## config.mk

```make
export PLATFORM = sky130hd
export DESIGN_NAME = rcsc_walker
export DESIGN_NICKNAME = d
export VERILOG_FILES = /design/src/hw/rtl/rcsc_pkg.sv /design/src/hw/rtl/rcsc_walker.sv
export VERILOG_INCLUDE_DIRS = /design/src /design/src/hw/rtl
export SDC_FILE = /design/constraint.sdc
export NUM_CORES = 2
export LEC_CHECK = 0
export BUFFER_PORTS_ARGS = -buffer_cell sky130_fd_sc_hd__buf_2
export CORE_UTILIZATION = 40
export DETAILED_ROUTE_END_ITERATION = 16
export GPL_TIMING_DRIVEN = 0
export PLACE_DENSITY_LB_ADDON = 0.1
export SETUP_SLACK_MARGIN = 0.3
export SLEW_MARGIN = 10
export SYNTH_ARGS = -nofsm -noshare
export SYNTH_HDL_FRONTEND = slang
export SYNTH_SLANG_ARGS = --single-unit
```

## constraint.sdc

```tcl
create_clock -name clk_i -period 17.7 [get_ports clk_i]
set_clock_uncertainty 0.1 [all_clocks]
set_input_delay 3.54 -clock clk_i [delete_from_list [all_inputs] [get_ports clk_i]]
set_output_delay 3.54 -clock clk_i [all_outputs]
set_load 0.01 [all_outputs]
```

## src/hw/rtl/riff_chunk_size_checker_defines.svh

```systemverilog
// ----------------------------------------------------------------------------
// riff_chunk_size_checker_defines.svh
// Assertion macros shared by the RIFF chunk size checker modules.
// ----------------------------------------------------------------------------
`ifndef RIFF_CHUNK_SIZE_CHECKER_DEFINES_SVH
`define RIFF_CHUNK_SIZE_CHECKER_DEFINES_SVH

// Same-cycle implication, sampled on clk_i and off while rst_ni is low.
`define RCSC_ASSERT_IMM(name, ante, cons, msg) \
  name: assert property (@(posedge clk_i) disable iff (!rst_ni) (ante) |-> (cons)) \
    else $error(msg);

// Next-cycle implication, sampled on clk_i and off while rst_ni is low.
`define RCSC_ASSERT_NXT(name, ante, cons, msg) \
  name: assert property (@(posedge clk_i) disable iff (!rst_ni) (ante) |=> (cons)) \
    else $error(msg);

`endif

```

## src/hw/rtl/rcsc_pkg.sv

```systemverilog
// ----------------------------------------------------------------------------
// rcsc_pkg
// Types and constants of the RIFF/RF64 chunk size checker.
// ----------------------------------------------------------------------------
package rcsc_pkg;

  localparam int unsigned CFG_LEN_W  = 48;
  localparam int unsigned APB_ADDR_W = 4;
  localparam int unsigned APB_DATA_W = 64;

  localparam logic [3:0]  HDR_START   = 4'd12;
  localparam logic [3:0]  HDR_LEN     = 4'd8;
  localparam logic [31:0] DS64_PREFIX = 32'd28;
  localparam logic [31:0] ID_DS64     = 32'h6473_3634;
  localparam logic [31:0] ID_DATA     = 32'h6461_7461;

  typedef enum logic [0:0] {
    REG_FILE_LENGTH = 1'b0
  } reg_idx_e;

  typedef enum logic [2:0] {
    PH_SKIP   = 3'b001,
    PH_HEADER = 3'b010,
    PH_PREFIX = 3'b100
  } phase_e;

  typedef enum logic [2:0] {
    V_NONE    = 3'd0,
    V_OK      = 3'd1,
    V_OVERRUN = 3'd2,
    V_TABLE   = 3'd3,
    V_RAGGED  = 3'd4
  } verdict_e;

  typedef enum logic [1:0] {
    CAUSE_OK      = 2'd0,
    CAUSE_OVERRUN = 2'd1,
    CAUSE_TABLE   = 2'd2,
    CAUSE_RAGGED  = 2'd3
  } cause_e;

  typedef struct packed {
    cause_e cause;
    logic   refused;
  } result_t;

  typedef struct packed {
    logic    valid;
    result_t result;
  } res_msg_t;

  function automatic cause_e verdict_cause(verdict_e v);
    cause_e c;
    case (v)
      V_OVERRUN: c = CAUSE_OVERRUN;
      V_TABLE:   c = CAUSE_TABLE;
      V_RAGGED:  c = CAUSE_RAGGED;
      default:   c = CAUSE_OK;
    endcase
    return c;
  endfunction

endpackage

```

## src/hw/rtl/rcsc_walker.sv

```systemverilog
// ----------------------------------------------------------------------------
// rcsc_walker
// Input register and chunk table walk: one byte per cycle, unless a last byte
// waits on the result register, updates the offset, header shift registers,
// ds64 capture and the latched verdict.
`include "riff_chunk_size_checker_defines.svh"

module rcsc_walker #(
  parameter int unsigned OFFSET_BITS = 48
) (
  input  logic                              clk_i,
  input  logic                              rst_ni,
  input  logic [rcsc_pkg::CFG_LEN_W-1:0]    file_length_i,
  input  logic                              s_valid_i,
  output logic                              s_ready_o,
  input  logic [7:0]                        s_byte_i,
  input  logic                              s_last_i,
  input  logic                              out_free_i,
  output rcsc_pkg::res_msg_t                res_o
);

  localparam int unsigned OFF_W  = OFFSET_BITS + 1;
  localparam int unsigned CMP_W  = OFFSET_BITS + 2;
  localparam int unsigned WIDE_W = (CMP_W > 64) ? CMP_W : 64;
  localparam logic [OFF_W-1:0] POS_MAX = '1;

  // Input register.
  logic       in_valid_q;
  logic [7:0] byte_q;
  logic       last_q;
  logic       proc;

  // Walk state.
  logic [OFF_W-1:0]     pos_q, pos_d;
  logic [OFF_W-1:0]     nha_q, nha_d;
  rcsc_pkg::phase_e     phase_q, phase_d;
  logic [4:0]           k_q, k_d;
  logic [31:0]          id_q, id_d;
  logic [31:0]          size_q, size_d;
  logic [63:0]          prefix_q, prefix_d;
  logic [63:0]          ds64_q, ds64_d;
  logic                 seen_q, seen_d;
  rcsc_pkg::verdict_e   verdict_q, verdict_d;

  // Datapath terms.
  logic [CMP_W-1:0]     flen, flen_m8;
  logic                 flen_short, short_file, skip_short;
  logic                 in_prefix, hdr_start;
  logic [2:0]           hdr_k;
  logic [31:0]          id_base, size_base, id_new, size_new;
  logic [CMP_W-1:0]     fin_end, room, fin_len, fin_next;
  logic [31:0]          fin_decl;
  logic                 past, over, resize_ok, ds64_cand;
  rcsc_pkg::verdict_e   fin_verdict;
  logic [63:0]          prefix_new;
  logic                 in_len_field, in_tab_field;
  logic [31:0]          table_room;
  logic [35:0]          table_need;
  logic                 table_bad;
  logic                 hdr_go;
  rcsc_pkg::verdict_e   final_v;

  assign proc      = in_valid_q && (!last_q || out_free_i);
  assign s_ready_o = !in_valid_q || proc;

  always_ff @(posedge clk_i or negedge rst_ni) begin
    if (!rst_ni) begin
      in_valid_q <= 1'b0;
    end else if (s_valid_i && s_ready_o) begin
      in_valid_q <= 1'b1;
    end else if (proc) begin
      in_valid_q <= 1'b0;
    end
  end

  always_ff @(posedge clk_i) begin
    if (s_valid_i && s_ready_o) begin
      byte_q <= s_byte_i;
      last_q <= s_last_i;
    end
  end

  // Only the low OFFSET_BITS bits of the length take part.
  if (OFFSET_BITS < rcsc_pkg::CFG_LEN_W) begin : g_len_cut
    assign flen = CMP_W'(file_length_i[OFFSET_BITS-1:0]);
  end else begin : g_len_full
    assign flen = CMP_W'(file_length_i);
  end

  assign flen_short = flen < CMP_W'(rcsc_pkg::HDR_LEN);
  assign flen_m8    = flen - CMP_W'(rcsc_pkg::HDR_LEN);
  assign short_file = flen < CMP_W'(rcsc_pkg::HDR_START);
  // A header at nha needs eight bytes inside the file: nha + 8 > len.
  assign skip_short = flen_short || (CMP_W'(nha_q) > flen_m8);

  // Header assembly; a header starting this cycle begins from empty shifts.
  assign hdr_start = (phase_q == rcsc_pkg::PH_SKIP);
  assign in_prefix = (phase_q == rcsc_pkg::PH_PREFIX);
  assign hdr_k     = hdr_start ? 3'd0 : k_q[2:0];
  assign id_base   = hdr_start ? '0 : id_q;
  assign size_base = hdr_start ? '0 : size_q;
  assign id_new    = {id_base[23:0], byte_q};
  assign size_new  = size_base | (32'(byte_q) << {hdr_k[1:0], 3'b000});

  // Chunk end check, shared by the plain header and the ds64 prefix end.
  assign fin_end  = in_prefix ? CMP_W'(nha_q) : CMP_W'(pos_q) + CMP_W'(1);
  assign fin_decl = in_prefix ? size_q : size_new;
  assign past     = fin_end > flen;
  assign room     = flen - fin_end;
  assign over     = past || (WIDE_W'(fin_decl) > WIDE_W'(room));
  assign resize_ok = seen_q && !past && !(WIDE_W'(ds64_q) > WIDE_W'(room));

  always_comb begin
    if (!over) begin
      fin_verdict = rcsc_pkg::V_NONE;
    end else if (id_q != rcsc_pkg::ID_DATA) begin
      fin_verdict = rcsc_pkg::V_OVERRUN;
    end else if (!resize_ok) begin
      fin_verdict = rcsc_pkg::V_OK;
    end else begin
      fin_verdict = rcsc_pkg::V_NONE;
    end
  end

  // An oversized data chunk takes its length from ds64 instead.
  assign fin_len  = over ? CMP_W'(ds64_q) : CMP_W'(fin_decl);
  assign fin_next = fin_end + fin_len + CMP_W'(fin_len[0]);

  assign ds64_cand = (id_q == rcsc_pkg::ID_DS64) && !seen_q
                     && (size_new >= rcsc_pkg::DS64_PREFIX) && !over;

  // ds64 prefix: bytes 8..15 hold the data size, bytes 24..27 the table length.
  assign prefix_new   = prefix_q | (64'(byte_q) << {k_q[2:0], 3'b000});
  assign in_len_field = (k_q[4:3] == 2'b01);
  assign in_tab_field = (k_q[4:3] == 2'b11) && !k_q[2];
  assign table_room   = size_q - rcsc_pkg::DS64_PREFIX;
  assign table_need   = {1'b0, prefix_new[31:0], 3'b000}
                        + {2'b00, prefix_new[31:0], 2'b00};
  assign table_bad    = 36'(table_room) < table_need;

  always_comb begin
    pos_d     = pos_q;
    nha_d     = nha_q;
    phase_d   = phase_q;
    k_d       = k_q;
    id_d      = id_q;
    size_d    = size_q;
    prefix_d  = prefix_q;
    ds64_d    = ds64_q;
    seen_d    = seen_q;
    verdict_d = verdict_q;
    hdr_go    = 1'b0;
    final_v   = rcsc_pkg::V_OK;
    res_o     = '0;

    if (proc) begin
      pos_d = (pos_q == POS_MAX) ? pos_q : pos_q + OFF_W'(1);

      if (verdict_q == rcsc_pkg::V_NONE) begin
        unique case (phase_q)
          rcsc_pkg::PH_SKIP: begin
            if (pos_q == nha_q) begin
              if (skip_short) begin
                verdict_d = (CMP_W'(nha_q) >= flen) ? rcsc_pkg::V_OK : rcsc_pkg::V_RAGGED;
              end else begin
                hdr_go = 1'b1;
              end
            end
          end
          rcsc_pkg::PH_HEADER: begin
            hdr_go = 1'b1;
          end
          rcsc_pkg::PH_PREFIX: begin
            k_d = k_q + 5'd1;
            if (in_len_field) begin
              prefix_d = prefix_new;
              if (k_q[2:0] == 3'd7) begin
                ds64_d   = prefix_new;
                seen_d   = 1'b1;
                prefix_d = '0;
              end
            end else if (in_tab_field) begin
              prefix_d = prefix_new;
              if (k_q[1:0] == 2'd3) begin
                if (table_bad) begin
                  verdict_d = rcsc_pkg::V_TABLE;
                end else if (fin_verdict != rcsc_pkg::V_NONE) begin
                  verdict_d = fin_verdict;
                end else begin
                  nha_d   = OFF_W'(fin_next);
                  phase_d = rcsc_pkg::PH_SKIP;
                end
              end
            end
          end
          default: begin
            verdict_d = rcsc_pkg::V_OK;
          end
        endcase

        if (hdr_go) begin
          phase_d = rcsc_pkg::PH_HEADER;
          k_d     = 5'(hdr_k) + 5'd1;
          id_d    = hdr_k[2] ? id_base : id_new;
          size_d  = hdr_k[2] ? size_new : size_base;
          if (hdr_k == 3'd7) begin
            if (ds64_cand) begin
              nha_d    = OFF_W'(fin_end);
              prefix_d = '0;
              phase_d  = rcsc_pkg::PH_PREFIX;
              k_d      = '0;
            end else if (fin_verdict != rcsc_pkg::V_NONE) begin
              verdict_d = fin_verdict;
            end else begin
              nha_d   = OFF_W'(fin_next);
              phase_d = rcsc_pkg::PH_SKIP;
            end
          end
        end
      end

      if (last_q) begin
        // An undecided walk that ends waiting on a header close to the file
        // end is ragged unless that header lies at or past the end.
        if (short_file) begin
          final_v = rcsc_pkg::V_OK;
        end else if (verdict_d != rcsc_pkg::V_NONE) begin
          final_v = verdict_d;
        end else if ((phase_d == rcsc_pkg::PH_SKIP)
                     && (flen_short || (CMP_W'(nha_d) > flen_m8))) begin
          final_v = (CMP_W'(nha_d) >= flen) ? rcsc_pkg::V_OK : rcsc_pkg::V_RAGGED;
        end else begin
          final_v = rcsc_pkg::V_OK;
        end
        res_o.valid          = 1'b1;
        res_o.result.refused = (final_v != rcsc_pkg::V_OK);
        res_o.result.cause   = rcsc_pkg::verdict_cause(final_v);

        pos_d     = '0;
        nha_d     = OFF_W'(rcsc_pkg::HDR_START);
        phase_d   = rcsc_pkg::PH_SKIP;
        k_d       = '0;
        id_d      = '0;
        size_d    = '0;
        prefix_d  = '0;
        ds64_d    = '0;
        seen_d    = 1'b0;
        verdict_d = rcsc_pkg::V_NONE;
      end
    end
  end

  always_ff @(posedge clk_i or negedge rst_ni) begin
    if (!rst_ni) begin
      pos_q     <= '0;
      nha_q     <= OFF_W'(rcsc_pkg::HDR_START);
      phase_q   <= rcsc_pkg::PH_SKIP;
      k_q       <= '0;
      id_q      <= '0;
      size_q    <= '0;
      prefix_q  <= '0;
      ds64_q    <= '0;
      seen_q    <= 1'b0;
      verdict_q <= rcsc_pkg::V_NONE;
    end else begin
      pos_q     <= pos_d;
      nha_q     <= nha_d;
      phase_q   <= phase_d;
      k_q       <= k_d;
      id_q      <= id_d;
      size_q    <= size_d;
      prefix_q  <= prefix_d;
      ds64_q    <= ds64_d;
      seen_q    <= seen_d;
      verdict_q <= verdict_d;
    end
  end

  `RCSC_ASSERT_NXT(a_clear_after_last, proc && last_q,
    pos_q == '0 && phase_q == rcsc_pkg::PH_SKIP && verdict_q == rcsc_pkg::V_NONE,
    "walk state not cleared after the last byte")
  `RCSC_ASSERT_NXT(a_verdict_holds,
    verdict_q != rcsc_pkg::V_NONE && !(proc && last_q),
    $stable(verdict_q) && $stable(nha_q) && $stable(phase_q),
    "latched verdict or walk position changed before the last byte")
  `RCSC_ASSERT_IMM(a_prefix_count,
    phase_q == rcsc_pkg::PH_PREFIX && verdict_q == rcsc_pkg::V_NONE,
    k_q <= 5'd27 && seen_q == (k_q >= 5'd16),
    "ds64 prefix count out of step with the captured data size")

endmodule

```

After elaboration in Yosys (flattened, before gate mapping) --
Index checks and enable logic that the tools add are counted.
Word-level totals: memories 0, bits in latches 0, input bits 61, output and inout bits 5, word-level logic and storage cells 197, memory bits (read-only) 0, register bits 312, bits in writable memories 0
Cells by class: reduce and logical (&&, ||, !) cells 37, bitwise logic cells 2, muxes and demuxes 102, shift operators 2, div/mod/pow operators 0, equal/unequal tests 19, $add $sub $neg 10, order comparisons 11, multipliers 0
Operator list (number):
- $mux W64 | 14
- $mux W49 | 16
- $mux W32 | 11
- $mux W3 | 34
- $gt A49 B50 Y1 | 2
- $ge A49 B48 Y1 | 2
- $lt A48 B4 Y1 const B | 2
- $gt A64 B50 Y1 | 1
- $or A64 B64 Y64 | 1
- $shl A8 B6 Y64 | 1
- $add A49 B1 Y50 const B | 1
- $gt A32 B50 Y1 | 1
- $gt A50 B48 Y1 | 1
- $mux W50 | 1
- $sub A48 B50 Y50 | 1
- $add A49 B1 Y49 | 1
- $add A49 B1 Y49 const B | 1
- $add A49 B49 Y49 | 1
- $eq A49 B49 Y1 | 1
- $eq A49 B49 Y1 const B | 1
- $sub A48 B4 Y49 const B | 1
- $add A35 B34 Y36 | 1
- $lt A32 B36 Y1 | 1
- $eq A32 B31 Y1 const B | 1
- 32 further kinds | 85

Logic depth before layout (Yosys ltp) --
depth in word-level cells 34, depth in mapped cells 78

Worst setup path after synthesis --
Ideal clock, no wire load.
path kind in2out, from input file_length_i[0] in the netlist's numbering, to output res_o[1] in the netlist's numbering, cell stages on the path 67, data required time 14.060 ns, arrival time 14.278 ns, setup slack -0.218 ns, cells stage by stage inv_1 -> ha_1 -> inv_1 -> fa_1 -> a21o_1 -> o21a_1 -> a31oi_1 -> a21oi_1 -> nor2_1 -> nor2_1 -> nor2_1 -> o21a_1 -> xor2_1 -> ha_1 -> nor2b_1 -> o21ai_0 -> o211ai_1 -> o21ai_0 -> [... 31 more ...] -> ha_1 -> nor2b_1 -> o21ai_0 -> nand2b_1 -> a21oi_1 -> nor2b_1 -> o21ai_0 -> nand2b_1 -> a221oi_1 -> o21ai_0 -> a21o_1 -> a21o_1 -> a221o_1 -> nor4_1 -> nand3_1 -> nand2_1 -> o21ai_1 -> a211oi_1
RTL lines:
- from (decl) | RTL line rcsc_walker.sv:13 | input logic [rcsc_pkg::CFG_LEN_W-1:0] file_length_i,
- to (decl) | RTL line rcsc_walker.sv:19 | output rcsc_pkg::res_msg_t res_o

==> impl_metrics.tcl <==
set metrics [dict create \
    clock-sinks 312 \
    setup_tns_ns -2.39 \
    yosysTopAreaCellShare_pct 22.0 \
    dp_slack_ns -5.82 \
    pin_count 66 \
    endpoint_kind "primary output" \
    ant_nets 0 \
    clock_latency_ns 0.60 \
    pwr-share-seq_pct 26.5 \
    postPlaceCellArea_um2 36000 \
    syn_area_per_cell_um2 7.85 \
    yosysSeqAreaShare_pct 23.0 \
    crit_family "compound AO/OA/AOI/OAI gates" \
    mostFrequentLayoutCells "nor2_1 (386), ha_1 (383), nand2_1 (367)" \
    combPwrFrac_pct 41.9 \
    synth.cell_area_um2 34100 \
    gr-total-overflow 0 \
    cts_buffers 42 \
    setup_violations 3 \
    area_delta_synth_final_pct 16.4 \
    globalplace.congestion 1.09 \
    internal-power_mw 1.69 \
    fmax_ghz 0.0539 \
    switchingPower_mw 1.15 \
    hold_violations 0 \
    relSlewSlack_pct 11.6 \
    peakVddDrop_mv 0.0994 \
    stdcell_count 5709 \
    grt_pass1_wl_um 218000 \
    firstDrtPassIters 8 \
    path_clk_slew_ns 0.06 \
    powerDensity_nw_per_um2 71.7 \
    rsz0062_at_grt "yes" \
    yosys_warnings 0 \
    switching_share_pct 40.5 \
    drive_above_1_share_pct 13.6 \
    critPathLaunchType "primary input" \
    detail_route.drc_violations 0 \
    core_area_um2 84100 \
    crit_slowest_cell "or4_4" \
    fin_area_um2 39700 \
    dp_hpwl_um 122000 \
    via_per_inst 6.19 \
    grt_pass1_vias 33205 \
    cts_buffer_depth 3 \
    async_flop_share_pct 97.1 \
    grt_max_degree 104 \
    violations "negative setup slack" \
    ctsRootBufferMaster "clkbuf_16" \
    nNetsFinal 5007 \
    synth_edf_count 9 \
    required_ns 14.06 \
    critical_path_buf_inv_count 10 \
    status "finished with violations" \
    port-buffer-count 60 \
    die_h_um 294 \
    initial_core_util_pct 40.6 \
    layout_commonest_cell "nor2_1" \
    worst_slack_ns -0.859 \
    power_leakage_nw 18.2 \
    hold_class "reg2reg" \
    synth_seq_cells 312 \
    postCtsHoldBufs 0 \
    period_share_pct 105 \
    num_vias 35367 \
    initialDrtViolationCount 3363 \
    die_width_um 294 \
    clkPwrFrac_pct 31.7 \
    timing.max_cap.violations 0 \
    timing.final.max_slew_violations 0 \
    cts_tree "built" \
    syn-num-nets 4811 \
    yosys.area.top_type "dfrtp_1" \
    syn_inst 4348 \
    fp-row-count 106 \
    total_power_mw 2.85 \
    crit_path_max_incr_delay_ns 0.62 \
    dp_cells 5547 \
    htreeDepth 2 \
    worstSetupPathType "in2out" \
    cp_common_cell "a21o_1" \
    worstMarginPinSlew_ns 1.31 \
    yosys-top-cells-area "dfrtp_1 (22%), ha_1 (15%), a21oi_1 (5.3%), xnor2_1 (4.8%), o21ai_0 (4.4%)" \
    crit_fanout 9 \
    synth_ff_type "dfrtp_1" \
    antenna_found_initial 2 \
    arrival_ns 14.92 \
    dieArea_um2 86500 \
    synth_cell_types 108 \
    min_period_ns 18.56 \
    grt_use_total_pct 34.0 \
    routed_wirelength_um 151000 \
    n_fill_cell 8496 \
    avgRoutedWirePerCell_um 26.4 \
]
-- final cells by class --
cell class                 instances  area (µm²)  area share (%)
antenna                            2        5.00          0.0126
clock inverter                    16         273           0.687
tap                             1134        1420            3.57
timing repair buffer             152        1100            2.77
buffer                           274        1340            3.36
sequential                       312        7860            19.8
inverter                         156         599            1.51
multi-input combinational       3606       26000            65.4
clock buffer                      57        1170            2.94
-- cells by family (layout without fill, tap and decap cells) --
family | Yosys count | count (layout) | synth area share [%]
other | 0 | 2 | 0
AOI/OAI and AO/OA | 1385 | 1385 | 26.3
and+or+nand+nor | 1451 | 1451 | 20.9
muxes | 50 | 50 | 1.62
xor gates and xnor gates | 299 | 299 | 7.84
buffers and inverters | 430 | 655 | 4.92
adders and majority gates | 421 | 421 | 15.4
DFF | 312 | 312 | 23.0
-- per-stage QoR --
| stage | hold WS (ns) | util [%] |
|---|---|---|
| after CTS | 0.381 | 46.2 |
| after global placement | 0.360 | 42.6 |
| after floorplan | 0.341 | - |
| after global routing | 0.399 | 47.2 |
| final | 0.379 | 47.2 |
| after detailed placement | 0.368 | 42.8 |
-- worst reg2reg max path: cells and delay by family (launching register included) --
family | cells | cell delay, ns
AO/OA/AOI/OAI | 28 | 4.60
multiplexers | 1 | 0.34
XOR/XNOR | 2 | 0.33
AND/OR/NAND/NOR | 10 | 1.50
buffers and inverters | 14 | 2.93
flip-flops | 1 | 0.52
adder cells (fa/ha/maj) | 4 | 1.08
-- cells in the mapped netlist (all sizes together) (19+ instances only) --
cell / n
ha: 399
or3: 19
o21a: 37
xnor2: 190
nor2b: 55
or2: 20
or4: 25
a21oi: 363
inv: 152
nor4: 67
maj3: 19
a211oi: 23
a22o: 85
o21bai: 27
and2: 50
nor3: 79
nand2b: 46
nand3: 101
nor2: 402
xor2: 106
a31oi: 89
a21o: 175
nand4: 125
dfrtp: 300
o31ai: 37
o21ai: 315
o211ai: 22
clkbuf: 219
buf: 55
o22ai: 35
mux2: 33
nand2: 371
and3: 45
-- power groups by stage --
stage	Sequential, mW	Combinational, mW	Clock, mW
final	0.754	1.19	0.901
after global placement	0.766	1.07	0
after CTS	0.753	1.14	0.910
after global routing	0.755	1.30	0.938
after detailed placement	0.766	1.08	0
after floorplan	0.757	0.717	0
-- layer usage --
layer  vias up  GRT usage, %  wire (µm)
li1      16447             -          -
met1     17036          45.2      64200
met2      1510          54.0      66800
met3       372          4.07      10600
met4         2          17.6       9310
met5         -             0         80
-- flip-flops by register name (all words and copies together), names as in the netlist --
register,flops
seen_q,1
verdict_q,3
pos_q,49
nha_q,49
prefix_q,64
ds64_q,64
in_valid_q,1
last_q,1
phase_q,3
byte_q,8
size_q,32
id_q,32
k_q,5
-- path summary, 6_finish.rpt --
check / start / to / slack, ns / cells after the start
max in group asynchronous: rst_ni / size_q[12]$_DFFE_PN0P_ / 13.38 / 3
min in group asynchronous: rst_ni / pos_q[47]$_DFFE_PN0P_ / 2.73 / 1
worst min-delay path: id_q[30]$_DFFE_PN0P_ / id_q[30]$_DFFE_PN0P_ / 0.38 / 2
worst max register to register: phase_q[0]$_DFFE_PN1P_ / nha_q[47]$_DFFE_PN0P_ / 6.13 / 59
worst max-delay path: file_length_i[15] / res_o[1] / -0.86 / 61
worst min register to register: id_q[30]$_DFFE_PN0P_ / id_q[30]$_DFFE_PN0P_ / 0.38 / 2
-- repair_timing --
| action | in CTS | in global routing |
|---|---|---|
| resized for setup | 282 | 156 |
| cloned | 1 | 0 |
| pin swaps | 77 | 109 |
| setup buffers | 50 | 36 |
| endpoints found under the setup margin | 3 | 3 |
Power figures use the tool's default switching activity.
